## src/rtl/core/assert_macros.svh

```systemverilog
// ----------------------------------------------------------------------------
// assert_macros.svh
// Shared assertion macros for the block allocator RTL.
// ----------------------------------------------------------------------------
`ifndef ASSERT_MACROS_SVH
`define ASSERT_MACROS_SVH

// Same-cycle implication, disabled while reset is asserted.
`define ASSERT_IMPL(label, clk, rst_n, ante, cons) \
    label: assert property (@(posedge clk) disable iff (!(rst_n)) (ante) |-> (cons)) \
        else $error("assertion failed");

// Next-cycle implication, disabled while reset is asserted.
`define ASSERT_NEXT(label, clk, rst_n, ante, cons) \
    label: assert property (@(posedge clk) disable iff (!(rst_n)) (ante) |=> (cons)) \
        else $error("assertion failed");

`endif

```

## src/rtl/core/bba_pkg.sv

```systemverilog
// ----------------------------------------------------------------------------
// bba_pkg
// Shared widths, codes and controller/datapath interface types of the
// bitmap block allocator.
// ----------------------------------------------------------------------------
package bba_pkg;

    // Pool geometry.
    localparam int MAX_BLOCKS   = 256;
    localparam int ADDRESS_WIDTH = 32;
    localparam int GROUP        = 8;
    localparam int WORD_W       = GROUP;
    localparam int WORDS        = MAX_BLOCKS / GROUP;
    localparam int WIDX_W       = $clog2(WORDS);
    localparam int PTR_W        = WIDX_W + 1;
    localparam int BIT_W        = $clog2(GROUP);
    localparam int IDX_W        = $clog2(MAX_BLOCKS);

    // Field and register widths.
    localparam int ADDR_W       = ADDRESS_WIDTH;
    localparam int SIZE_W       = 16;
    localparam int COUNT_W      = 9;
    localparam int NWR_W        = COUNT_W + 1 - BIT_W;
    localparam int PROD_W       = SIZE_W + PTR_W + BIT_W;
    localparam int REM_W        = SIZE_W + IDX_W;
    localparam int STEP_W       = $clog2(IDX_W);
    localparam int STATUS_W     = 2;
    localparam int CFG_IDX_W    = 2;
    localparam int CFG_DATA_W   = 32;

    // Request kinds.
    localparam logic KIND_ALLOC = 1'b0;
    localparam logic KIND_FREE  = 1'b1;

    // Result status codes.
    localparam logic [STATUS_W-1:0] STATUS_DONE    = 2'd0;
    localparam logic [STATUS_W-1:0] STATUS_NO_FREE = 2'd1;
    localparam logic [STATUS_W-1:0] STATUS_RANGE   = 2'd2;

    // Configuration register indexes.
    localparam logic [CFG_IDX_W-1:0] CFG_BASE_ADDRESS = 2'd0;
    localparam logic [CFG_IDX_W-1:0] CFG_BLOCK_SIZE   = 2'd1;
    localparam logic [CFG_IDX_W-1:0] CFG_BLOCK_COUNT  = 2'd2;

    // Commands from the controller to the datapath.
    typedef struct packed {
        logic capture;
        logic scan_step;
        logic take;
        logic no_free;
        logic mul_addr;
        logic range_flag;
        logic div_start;
        logic div_step;
        logic set_bit;
        logic not_all_free;
        logic result_load;
    } dp_cmd_t;

    // Status from the datapath to the controller.
    typedef struct packed {
        logic kind;
        logic word_hit;
        logic word_full;
        logic ptr_end;
        logic range_err;
        logic div_last;
    } dp_status_t;

endpackage

```

## src/rtl/core/bba_ctrl.sv

```systemverilog
// ----------------------------------------------------------------------------
// bba_ctrl
// Controller state machine: sequences the bitmap scan, the address multiply,
// the index divide and the result hand-off of one transaction at a time.
// ----------------------------------------------------------------------------
module bba_ctrl
    import bba_pkg::*;
(
    input  logic       aclk,
    input  logic       aresetn,
    input  logic       s_valid,
    output logic       s_ready,
    output logic       m_valid,
    input  logic       m_ready,
    input  dp_status_t status,
    output dp_cmd_t    cmd
);

    typedef enum logic [7:0] {
        ST_IDLE       = 8'b0000_0001,
        ST_ALLOC_SCAN = 8'b0000_0010,
        ST_ALLOC_MUL  = 8'b0000_0100,
        ST_FREE_CHECK = 8'b0000_1000,
        ST_FREE_DIV   = 8'b0001_0000,
        ST_FREE_SET   = 8'b0010_0000,
        ST_FLAG_SCAN  = 8'b0100_0000,
        ST_FINISH     = 8'b1000_0000
    } state_t;

    state_t state_reg;
    state_t state_next;
    logic   m_valid_reg;
    logic   m_valid_next;

    // Next-state and command decode.
    always_comb begin
        state_next = state_reg;
        cmd        = '0;
        unique case (state_reg)
            ST_IDLE: begin
                if (s_valid) begin
                    cmd.capture = 1'b1;
                    state_next  = ST_ALLOC_SCAN;
                end
            end
            ST_ALLOC_SCAN: begin
                // A fresh transaction lands here first; a free branches off.
                if (status.kind == KIND_FREE) begin
                    state_next = ST_FREE_CHECK;
                end else begin
                    priority if (status.ptr_end) begin
                        cmd.no_free = 1'b1;
                        state_next  = ST_FINISH;
                    end else if (status.word_hit) begin
                        cmd.take   = 1'b1;
                        state_next = ST_ALLOC_MUL;
                    end else begin
                        cmd.scan_step = 1'b1;
                    end
                end
            end
            ST_ALLOC_MUL: begin
                cmd.mul_addr = 1'b1;
                state_next   = ST_FINISH;
            end
            ST_FREE_CHECK: begin
                if (status.range_err) begin
                    cmd.range_flag = 1'b1;
                    state_next     = ST_FLAG_SCAN;
                end else begin
                    cmd.div_start = 1'b1;
                    state_next    = ST_FREE_DIV;
                end
            end
            ST_FREE_DIV: begin
                cmd.div_step = 1'b1;
                if (status.div_last) begin
                    state_next = ST_FREE_SET;
                end
            end
            ST_FREE_SET: begin
                cmd.set_bit = 1'b1;
                state_next  = ST_FLAG_SCAN;
            end
            ST_FLAG_SCAN: begin
                // Stop at the first word in use that is not entirely free.
                priority if (status.ptr_end) begin
                    state_next = ST_FINISH;
                end else if (!status.word_full) begin
                    cmd.not_all_free = 1'b1;
                    state_next       = ST_FINISH;
                end else begin
                    cmd.scan_step = 1'b1;
                end
            end
            ST_FINISH: begin
                if (!m_valid_reg || m_ready) begin
                    cmd.result_load = 1'b1;
                    state_next      = ST_IDLE;
                end
            end
            default: begin
                state_next = ST_IDLE;
            end
        endcase
    end

    // Output valid follows the result register.
    always_comb begin
        m_valid_next = m_valid_reg;
        if (cmd.result_load) begin
            m_valid_next = 1'b1;
        end else if (m_ready) begin
            m_valid_next = 1'b0;
        end
    end

    always_ff @(posedge aclk) begin
        if (!aresetn) begin
            state_reg   <= ST_IDLE;
            m_valid_reg <= 1'b0;
        end else begin
            state_reg   <= state_next;
            m_valid_reg <= m_valid_next;
        end
    end

    assign s_ready = (state_reg == ST_IDLE);
    assign m_valid = m_valid_reg;

endmodule

```

## src/rtl/core/bba_datapath.sv

```systemverilog
// ----------------------------------------------------------------------------
// bba_datapath
// Datapath of the allocator: configuration registers, the free bitmap kept
// as words of eight blocks, the address multiplier, the restoring divider
// for free addresses and the result registers.
// ----------------------------------------------------------------------------
module bba_datapath
    import bba_pkg::*;
(
    input  logic                  aclk,
    input  logic                  aresetn,
    input  logic                  cfg_valid,
    input  logic [CFG_IDX_W-1:0]  cfg_index,
    input  logic [CFG_DATA_W-1:0] cfg_data,
    input  logic                  s_kind,
    input  logic [ADDR_W-1:0]     s_free_address,
    input  dp_cmd_t               cmd,
    output dp_status_t            status,
    output logic [STATUS_W-1:0]   m_status,
    output logic [ADDR_W-1:0]     m_block_address,
    output logic [IDX_W-1:0]      m_block_index,
    output logic                  m_all_free
);

    // Configuration registers.
    logic [ADDR_W-1:0]  base_reg;
    logic [SIZE_W-1:0]  size_reg;
    logic [COUNT_W-1:0] count_reg;

    // Free bitmap, one bit per block, set means free.
    logic [WORD_W-1:0]  map_reg [WORDS];

    // Transaction state.
    logic               kind_reg;
    logic [PTR_W-1:0]   ptr_reg;
    logic [ADDR_W-1:0]  diff_reg;
    logic               below_reg;
    logic [PROD_W-1:0]  prod_reg;
    logic [REM_W-1:0]   rem_reg;
    logic [REM_W-1:0]   dsr_reg;
    logic [IDX_W-1:0]   quot_reg;
    logic [STEP_W-1:0]  step_reg;
    logic [STATUS_W-1:0] stat_reg;
    logic [ADDR_W-1:0]  baddr_reg;
    logic [IDX_W-1:0]   idx_reg;
    logic               allfree_reg;

    // Result registers.
    logic [STATUS_W-1:0] m_status_reg;
    logic [ADDR_W-1:0]   m_block_address_reg;
    logic [IDX_W-1:0]    m_block_index_reg;
    logic                m_all_free_reg;

    logic [NWR_W-1:0]           count_round;
    logic [PTR_W-1:0]           words_in_use;
    logic [SIZE_W-1:0]          size_eff;
    logic [PTR_W+BIT_W-1:0]     blocks_in_use;
    logic [WIDX_W-1:0]          ptr_idx;
    logic [WORD_W-1:0]          cur_word;
    logic [BIT_W-1:0]           first_pos;
    logic [IDX_W+SIZE_W-1:0]    offset;
    logic                       div_ge;

    // Lowest set bit of a bitmap word.
    function automatic logic [BIT_W-1:0] lowest_set(input logic [WORD_W-1:0] w);
        logic [BIT_W-1:0] pos;
        pos = '0;
        for (int i = WORD_W - 1; i >= 0; i--) begin
            if (w[i]) begin
                pos = BIT_W'(i);
            end
        end
        return pos;
    endfunction

    // Blocks in use: count rounded up to whole words and capped at the pool.
    assign count_round   = NWR_W'((COUNT_W + 1)'({1'b0, count_reg} + (COUNT_W + 1)'(GROUP - 1))
                                  >> BIT_W);
    assign words_in_use  = (count_round > NWR_W'(WORDS)) ? PTR_W'(WORDS)
                                                          : count_round[PTR_W-1:0];
    assign blocks_in_use = {words_in_use, {BIT_W{1'b0}}};
    assign size_eff      = (size_reg == '0) ? SIZE_W'(1) : size_reg;

    // Word under the scan pointer.
    assign ptr_idx   = ptr_reg[WIDX_W-1:0];
    assign cur_word  = map_reg[ptr_idx];
    assign first_pos = lowest_set(cur_word);

    // Offset of the granted block from the pool base.
    assign offset = (IDX_W + SIZE_W)'(idx_reg) * (IDX_W + SIZE_W)'(size_eff);

    // One restoring-division step.
    assign div_ge = (rem_reg >= dsr_reg);

    // Configuration writes; indexes beyond the list are dropped.
    always_ff @(posedge aclk) begin
        if (!aresetn) begin
            base_reg  <= '0;
            size_reg  <= SIZE_W'(16);
            count_reg <= COUNT_W'(MAX_BLOCKS);
        end else if (cfg_valid) begin
            unique case (cfg_index)
                CFG_BASE_ADDRESS: base_reg  <= cfg_data[ADDR_W-1:0];
                CFG_BLOCK_SIZE:   size_reg  <= cfg_data[SIZE_W-1:0];
                CFG_BLOCK_COUNT:  count_reg <= cfg_data[COUNT_W-1:0];
                default:          ;
            endcase
        end
    end

    // Bitmap updates: clear on a grant, set on a free.
    always_ff @(posedge aclk) begin
        if (!aresetn) begin
            for (int i = 0; i < WORDS; i++) begin
                map_reg[i] <= '1;
            end
        end else if (cmd.take) begin
            map_reg[ptr_idx] <= cur_word & ~(WORD_W'(1) << first_pos);
        end else if (cmd.set_bit) begin
            map_reg[quot_reg[IDX_W-1:BIT_W]][quot_reg[BIT_W-1:0]] <= 1'b1;
        end
    end

    // Request capture, scan pointer and range check operands.
    always_ff @(posedge aclk) begin
        if (cmd.capture) begin
            kind_reg  <= s_kind;
            diff_reg  <= s_free_address - base_reg;
            below_reg <= (s_free_address < base_reg);
            prod_reg  <= PROD_W'(size_eff) * PROD_W'(blocks_in_use);
        end
        if (cmd.capture) begin
            ptr_reg <= '0;
        end else if (cmd.scan_step) begin
            ptr_reg <= ptr_reg + PTR_W'(1);
        end
    end

    // Restoring divider, one quotient bit per cycle, most significant first.
    always_ff @(posedge aclk) begin
        if (cmd.div_start) begin
            rem_reg  <= diff_reg[REM_W-1:0];
            dsr_reg  <= REM_W'({size_eff, {(IDX_W - 1){1'b0}}});
            quot_reg <= '0;
            step_reg <= STEP_W'(IDX_W - 1);
        end else if (cmd.div_step) begin
            if (div_ge) begin
                rem_reg <= rem_reg - dsr_reg;
            end
            quot_reg <= {quot_reg[IDX_W-2:0], div_ge};
            dsr_reg  <= dsr_reg >> 1;
            step_reg <= step_reg - STEP_W'(1);
        end
    end

    // Result staging.
    always_ff @(posedge aclk) begin
        if (cmd.capture) begin
            stat_reg    <= STATUS_DONE;
            baddr_reg   <= '0;
            idx_reg     <= '0;
            allfree_reg <= 1'b1;
        end else begin
            if (cmd.take) begin
                idx_reg     <= {ptr_idx, first_pos};
                allfree_reg <= 1'b0;
            end
            if (cmd.no_free) begin
                stat_reg    <= STATUS_NO_FREE;
                allfree_reg <= (words_in_use == '0);
            end
            if (cmd.mul_addr) begin
                baddr_reg <= base_reg + ADDR_W'(offset);
            end
            if (cmd.range_flag) begin
                stat_reg <= STATUS_RANGE;
            end
            if (cmd.set_bit) begin
                idx_reg <= quot_reg;
            end
            if (cmd.not_all_free) begin
                allfree_reg <= 1'b0;
            end
        end
    end

    // Output register, loaded once the previous result has been taken.
    always_ff @(posedge aclk) begin
        if (cmd.result_load) begin
            m_status_reg        <= stat_reg;
            m_block_address_reg <= baddr_reg;
            m_block_index_reg   <= idx_reg;
            m_all_free_reg      <= allfree_reg;
        end
    end

    assign status.kind      = kind_reg;
    assign status.word_hit  = (cur_word != '0);
    assign status.word_full = (cur_word == '1);
    assign status.ptr_end   = (ptr_reg == words_in_use);
    assign status.range_err = below_reg || (diff_reg >= ADDR_W'(prod_reg));
    assign status.div_last  = (step_reg == '0);

    assign m_status        = m_status_reg;
    assign m_block_address = m_block_address_reg;
    assign m_block_index   = m_block_index_reg;
    assign m_all_free      = m_all_free_reg;

endmodule

```

## src/rtl/core/bitmap_block_allocator_core.sv

```systemverilog
// ----------------------------------------------------------------------------
// bitmap_block_allocator_core
// Fixed-size block allocator over a free bitmap with a lowest-free-first
// policy, a range-checked free path and an all-free indication.
// ----------------------------------------------------------------------------
// One transaction is processed at a time. An allocate scans the bitmap words
// in use (block count rounded up to eight, divided by eight, at most 32):
// the scan reads one word of eight blocks per cycle, then the block address
// is formed as base plus index times block size. A free first checks the
// address against the pool; if it is in range, a restoring divider turns
// the offset into a block index. A second word-per-cycle scan of the bitmap
// then decides the all-free flag, stopping at the first word in use that is
// not entirely free. A result waits in the output register, so the next
// request can be accepted while it is still pending. Configuration writes
// are taken in every cycle and must only be issued while the block is idle.
// ----------------------------------------------------------------------------
module bitmap_block_allocator_core
    import bba_pkg::*;
(
    input  logic                  aclk,
    input  logic                  aresetn,
    // Configuration write channel.
    input  logic                  cfg_valid,
    output logic                  cfg_ready,
    input  logic [CFG_IDX_W-1:0]  cfg_index,
    input  logic [CFG_DATA_W-1:0] cfg_data,
    // Request channel.
    input  logic                  s_valid,
    output logic                  s_ready,
    input  logic                  s_kind,
    input  logic [ADDR_W-1:0]     s_free_address,
    // Result channel.
    output logic                  m_valid,
    input  logic                  m_ready,
    output logic [STATUS_W-1:0]   m_status,
    output logic [ADDR_W-1:0]     m_block_address,
    output logic [IDX_W-1:0]      m_block_index,
    output logic                  m_all_free
);

`include "assert_macros.svh"

    dp_cmd_t    cmd;
    dp_status_t status;

    // Result-side conditions for the failed-allocation check.
    logic       m_no_free;
    logic       m_fields_zero;

    // Configuration registers accept a write in every cycle.
    assign cfg_ready = 1'b1;

    // Sequencing.
    bba_ctrl u_ctrl (
        .aclk    (aclk),
        .aresetn (aresetn),
        .s_valid (s_valid),
        .s_ready (s_ready),
        .m_valid (m_valid),
        .m_ready (m_ready),
        .status  (status),
        .cmd     (cmd)
    );

    // Storage and arithmetic.
    bba_datapath u_datapath (
        .aclk            (aclk),
        .aresetn         (aresetn),
        .cfg_valid       (cfg_valid),
        .cfg_index       (cfg_index),
        .cfg_data        (cfg_data),
        .s_kind          (s_kind),
        .s_free_address  (s_free_address),
        .cmd             (cmd),
        .status          (status),
        .m_status        (m_status),
        .m_block_address (m_block_address),
        .m_block_index   (m_block_index),
        .m_all_free      (m_all_free)
    );

    assign m_no_free     = m_valid && (m_status == STATUS_NO_FREE);
    assign m_fields_zero = (m_block_address == '0) && (m_block_index == '0);

    // An accepted request keeps the block busy for at least the next cycle.
    `ASSERT_NEXT(a_busy_after_accept, aclk, aresetn, s_valid && s_ready, !s_ready)

    // A new result is only loaded when the output register is free.
    `ASSERT_IMPL(a_no_result_overwrite, aclk, aresetn, cmd.result_load, !m_valid || m_ready)

    // A failed allocation reports neither an address nor an index.
    `ASSERT_IMPL(a_no_free_zero_fields, aclk, aresetn, m_no_free, m_fields_zero)

endmodule
```

## config.mk

```make
export PLATFORM = sky130hd
export DESIGN_NAME = bitmap_block_allocator_core
export DESIGN_NICKNAME = d
export VERILOG_FILES = /design/src/rtl/core/bba_pkg.sv /design/src/rtl/core/bba_ctrl.sv /design/src/rtl/core/bba_datapath.sv /design/src/rtl/core/bitmap_block_allocator_core.sv
export VERILOG_INCLUDE_DIRS = /design/src /design/src/rtl/core
export SDC_FILE = /design/constraint.sdc
export NUM_CORES = 2
export LEC_CHECK = 0
export ABC_CLOCK_PERIOD_IN_PS = 12200
export BUFFER_PORTS_ARGS = -buffer_cell sky130_fd_sc_hd__buf_2
export CORE_ASPECT_RATIO = 0.5
export CORE_MARGIN = 2
export CORE_UTILIZATION = 50
export DETAILED_ROUTE_END_ITERATION = 16
export PLACE_DENSITY = 0.66
export SLEW_MARGIN = 10
export SYNTH_ARGS = -nofsm -noshare
export SYNTH_HDL_FRONTEND = slang
export SYNTH_SLANG_ARGS = --single-unit
```

## constraint.sdc

```tcl
create_clock -name aclk -period 12.2 [get_ports aclk]
set_clock_uncertainty 0.1 [all_clocks]
set_input_delay 0 -clock aclk [delete_from_list [all_inputs] [get_ports aclk]]
set_output_delay 0 -clock aclk [all_outputs]
set_load 0.005 [all_outputs]
```

Word-level counts from Yosys, hierarchy flattened --
Memories as Yosys holds them, arrays and structs flattened. A register that Yosys moved wholly into a read port is not among the register bits. Cells that the tools add are included.
Cells by class: add/sub/neg operators 6, $mul 2, order comparisons 6, equality and inequality tests 17, shift-type cells 1, mux-type cells 74, bitwise logic cells 2, reductions and logical operators 23
Operators by type and width (number):
- $mux W8 | 14
- $mux W24 | 3
- $pmux W8 S8 | 1
- $mux W23 | 2
- $add A32 B24 Y32 | 1
- $ge A32 B25 Y1 | 1
- $lt A32 B32 Y1 | 1
- $sub A32 B32 Y32 | 1
- $mux W1 | 31
- $mux W3 | 9
- $ge A24 B23 Y1 | 1
- $mul A8 B16 Y24 | 1
- $sub A24 B23 Y24 | 1
- $mul A16 B6 Y22 | 1
- $mux W5 | 4
- $eq A8 B8 Y1 const B | 2
- $logic_not A16 Y1 | 1
- $mux W16 | 1
- $reduce_or A8 Y1 | 2
- $add A9 B3 Y10 const B | 1
- $mux W2 | 5
- $reduce_bool A2 Y1 | 5
- $and A8 B8 Y8 | 1
- $eq A8 B1 Y1 const B | 1
- other kinds (35) | 40
Storage, ports and cells: register bits 272, RAM bits 256, input bits 72, output and inout port bits 46, word-level logic and storage cells 156, memories kept 1
Memories:
- u_datapath.map_reg | depth 32, bits a word 8, rd ports 1, clocked after Yosys merged registers in 1, write ports 32, line bba_datapath.sv:31 | logic [WORD_W-1:0] map_reg [WORDS];

Logic depth before layout (Yosys ltp) --
depth after elaboration 13, depth in mapped cells 23, mapped depth without buffers 22

By module --
A second synthesis with hierarchy kept.
Unflattened totals: cell total of the unflattened synthesis 3510, area total of the unflattened synthesis 35027.3 um^2
By module, submodules not included:
- bba_datapath | instances 1, cells an instance 3432, area each 34316.7 um^2, seq. area each 14443.9 um^2
- bba_ctrl | instances 1, cells an instance 76, area each 699.4 um^2, seq. area each 180.2 um^2
- bitmap_block_allocator_core | instances 1, cells an instance 2, area each 11.3 um^2, seq. area each 0.0 um^2

Worst setup path after synthesis --
Ideal clock, no wire load.
path type reg2reg, start register u_datapath.size_reg[7], end register u_datapath.baddr_reg[23], setup time 70 ps, arrival time 5532 ps, required time 12030 ps, path slack 6497 ps, cell stages (with the launch flop) 22, buffers on the path 1, period minus slack after synthesis 5703 ps, cell sequence dfxtp_1 nor4_1 a41oi_1 clkbuf_1 nand2b_1 fa_1 fa_1 inv_1 fa_1 inv_1 fa_1 inv_1 ha_1 o21a_1 o31a_1 o41ai_1 and3_1 o31ai_1 a2111oi_0 o21a_1 o21ai_0 a21oi_1
On the way: word-level cells in the longest chain between the ends 4
Ends and longest elaborated chain:
- start, declared | line bba_datapath.sv:27 | logic [SIZE_W-1:0] size_reg;
- start signal, assigned | line bba_datapath.sv:104 | CFG_BLOCK_SIZE: size_reg <= cfg_data[SIZE_W-1:0];
- $logic_not A16 Y1 | line bba_datapath.sv:82 | assign size_eff = (size_reg == '0) ? SIZE_W'(1) : size_reg;
- $mux W16 (*) | line bba_datapath.sv:82
- $mul A8 B16 Y24 (*) | line bba_datapath.sv:90 | assign offset = (IDX_W + SIZE_W)'(idx_reg) * (IDX_W + SIZE_W)'(size_eff);
- $add A32 B24 Y32 (*) | line bba_datapath.sv:173 | baddr_reg <= base_reg + ADDR_W'(offset);
- end signal, assigned | line bba_datapath.sv:173
- end, declared | line bba_datapath.sv:44 | logic [ADDR_W-1:0] baddr_reg;
Every way passes the cells marked *; elsewhere a longest branch is shown, timed or not. A chain may end at the register's enable or synchronous reset.

Worst setup path after layout --
start register u_datapath.size_reg[11], end register u_datapath.baddr_reg[23]
The elaborated chain is that of the path after synthesis.

==> flow_summary.toml <==
[status]
outcome = "complete, no violations"

[synth]
seq_area_frac_synth_pct = 40.5
syn-num-nets = 4130
syn_area_um2 = 36100
yosysWarningCount = 0
synth_area_per_cell_um2 = 9.67
postSynthCellCount = 3734
post_synth_num_cell_types = 82
synth_edf_count = 395
synth_seq_cells = 533
ys.flop_type = "edfxtp_1"
async_reset_ff_share_pct = 0

[timing]
final-setup-viol-count = 0
setup_tns_ns = 0
tightest_slew_ns = 1.23
hold_viol = 0
rsz0062_at_grt = "false"
fmax_mhz = 151
period_minus_slack_ns = 6.61
min_period_over_period_pct = 54.2
relSlewSlack_pct = 17.6
slew_viol_final = 0

[cells_and_area]
syn_to_final_growth_pct = 11.5
antenna_cells = 0
nets = 4225
final_common_cell = "nand2_1"
most-common-layout-cells = "nand2_1, edfxtp_1, o21ai_0"
final_core_util_pct = 56.5
fin_area_um2 = 40300
largest_reg_flops = 256
drive_gt1_share_pct = 9.68
final_cells = 4830
n_fill_cell = 6190

[critical_path]
r2r-end = "u_datapath.baddr_reg[23]$_SDFFE_PP0P_"
r2r_cells = 21
criticalPathCategory = "register to register"
crit_arrival_ns = 7.08
r2r_slack_ns = 5.59
endpoint = "u_datapath.baddr_reg[23]$_SDFFE_PP0P_"
crit_buf_inv = 4
cp_max_fo = 17
r2r_start = "u_datapath.size_reg[11]$_SDFFE_PN0P_"
worst-path-stages = 21
critPathMostFrequentCell = "fa_1"
worstPathCellList = "nor3_1 > a41oi_1 > buf_4 > nand2b_1 > fa_1 > fa_1 > inv_1 > fa_1 > inv_1 > fa_1 > inv_1 > ha_1 > o21a_1 > o31a_1 > o41ai_1 > and3_1 > o31ai_1 > a2111oi_0 > o21a_1 > o21ai_0 > a21oi_1"
crit_path_max_incr_delay_ns = 0.62
critPathRequiredTime_ns = 12.67
cp-start-kind = "register"
end_kind = "register"
cp_top_family = "adder cells"
slowest_stage = "a2111oi_0"
critPathLaunch = "u_datapath.size_reg[11]$_SDFFE_PN0P_"

[floorplanning]
die_area_um2 = 74500
start_util_pct = 50.7
pin_count = 118
core_area_um2 = 71200
rows = 69
die_h_um = 194
die-width_um = 384

[global_routing]
grt_pass1_wl_um = 158000
grt_usage_pct = 27.2
grt_max_degree = 133
antenna_found_initial = 1
grt_pass1_vias = 28200
gr-total-overflow = 0

[placed_design]
post-place-cells = 4619
routabilityCongestion = 0.918
io_buffers = 116
dpl_cell_area_um2 = 37400
dp_hpwl_um = 69500

[clock_tree]
numCtsBuffers = 51
worstSkewPairLatency_ns = 0.65
numClockSinks = 533
cts_resized = 0
clk_pin_slew_ns = 0.07
cts_tree = "yes"
cts_buffer_depth = 3
cts-root-buf = "clkbuf_16"
htreeDepth = 2
post_cts_buffers = 0

[pwr]
vdd_drop_max_v = 0.000117
power_per_cell_area_nw_per_um2 = 99.4
totalPowerFinal_mw = 4.00
p_leak_nw = 14.3

[min_path]
hold_path.class = "input pin to register"
hold_path_depth = 4

[detailed_routing]
drt_pass1_iterations = 6
vias = 28600
wl_per_cell_um = 20.8
drt_iter0_drc = 3021
drt_wl_total_um = 100000
drc = 0
detail-route-antenna-nets = 0
vias_per_cell = 5.91

[job]
maxCapViolCount = 0
==> cell type report <==
class | count | area (um2) | area share (%)
multi-input cells | 2644 | 19400 | 48.3
repair buffers | 263 | 1970 | 4.91
flip-flops and latches | 533 | 14600 | 36.3
well taps | 958 | 1200 | 2.98
clock inverters | 29 | 292 | 0.724
clock buffers | 67 | 1460 | 3.62
inverters | 336 | 1260 | 3.14
==> power breakdown <==
part | internal [mW] | leakage [nW] | switching, mW
registers | 1.97 | 4.14 | 0.0255
clock network | 0.934 | 0.866 | 0.758
logic | 0.131 | 9.26 | 0.180
total | 3.04 | 14.3 | 0.963
==> worst min-delay path by stage <==
stage / startpoint / end / slack [ns]
after floorplan: s_kind / u_datapath.kind_reg$_DFFE_PP_ / -0.001
after global placement: s_kind / u_datapath.kind_reg$_DFFE_PP_ / 0.08
after detailed placement: s_kind / u_datapath.kind_reg$_DFFE_PP_ / 0.09
after CTS: cfg_index[1] / u_datapath.size_reg[3]$_SDFFE_PN0P_ / 0.04
after global routing: cfg_data[2] / u_datapath.size_reg[2]$_SDFFE_PN0P_ / 0.09
final: cfg_index[1] / u_datapath.size_reg[3]$_SDFFE_PN0P_ / 0.08
==> logic make-up (layout without fill, tap and decap cells) <==
kind of cell | Yosys count | count (layout) | share of synthesized area [%]
other | 1 | 1 | 0.0104
multiplexers | 195 | 195 | 7.30
XOR/XNOR | 97 | 97 | 2.35
flip-flops | 533 | 533 | 40.5
buffers and inverters | 557 | 695 | 6.14
AO/OA/AOI/OAI | 797 | 797 | 12.9
adder cells (fa/ha/maj) | 324 | 324 | 14.7
AND/OR/NAND/NOR | 1230 | 1230 | 16.2
==> worst register-to-register path: cells and delay by family, from the launching register on <==
family | cells | cell delay [ns]
compound gates | 9 | 2.23
simple gates | 3 | 0.91
fa+ha+maj | 5 | 2.45
buf+inv | 4 | 0.36
flops | 1 | 0.48
==> metal layers <==
metal  track usage, %  vias to the layer above  share of wire, %
met2             44.5                     1193                47
met1             35.8                    14000                40
met4             11.5                        0               4.4
met5                0                        -                 0
li1                 -                    13200                 -
met3             4.36                      211               7.9
==> per-stage QoR <==
step,setup WS (ns),hold WS [ns]
floorplan,6.50,-0.00113
global placement,5.80,0.0826
detailed placement,5.70,0.0861
CTS,5.67,0.0409
global route,4.99,0.0906
finish,5.59,0.0837
==> cells in the mapped netlist, types with 5 or more instances <==
master	number	area [um2]
nand3_1	199	996
a211oi_1	16	120
a2111oi_0	12	105
xor2_1	33	289
mux2i_1	108	1080
or2_2	13	81.3
nand2b_1	33	206
nor3b_1	8	60.1
o21a_1	25	188
a211o_1	6	52.6
edfxtp_1	395	11900
buf_2	25	125
mux2_2	36	405
nor2_1	143	537
nor3_1	45	225
o22ai_1	9	56.3
a21oi_1	201	1010
and3_1	15	93.8
xnor2_1	64	561
or3_1	13	81.3
buf_1	11	41.3
clkbuf_1	168	631
dfxtp_1	138	2760
o21bai_1	8	60.1
o41ai_1	6	52.6
inv_1	334	1250
o31ai_1	17	128
a31oi_1	20	125
nand4_1	16	100
ha_1	159	1990
nor4_1	13	81.3
buf_4	10	75.1
fa_1	165	3300
a21o_1	49	368
mux4_2	51	1150
o21ai_0	364	1820
nand3b_1	10	75.1
nand2_1	508	1910
buf_6	6	67.6
o31a_1	6	52.6
nor2b_1	49	307
and2_1	151	945
o21ai_1	5	25.0
==> timing repair <==
action,4_1_cts,5_1_grt
hold endpoints to repair,136,0
hold buffers,115,0
endpoints found under the setup margin,0,0
Note: power is estimated with default switching activity, not from simulation.
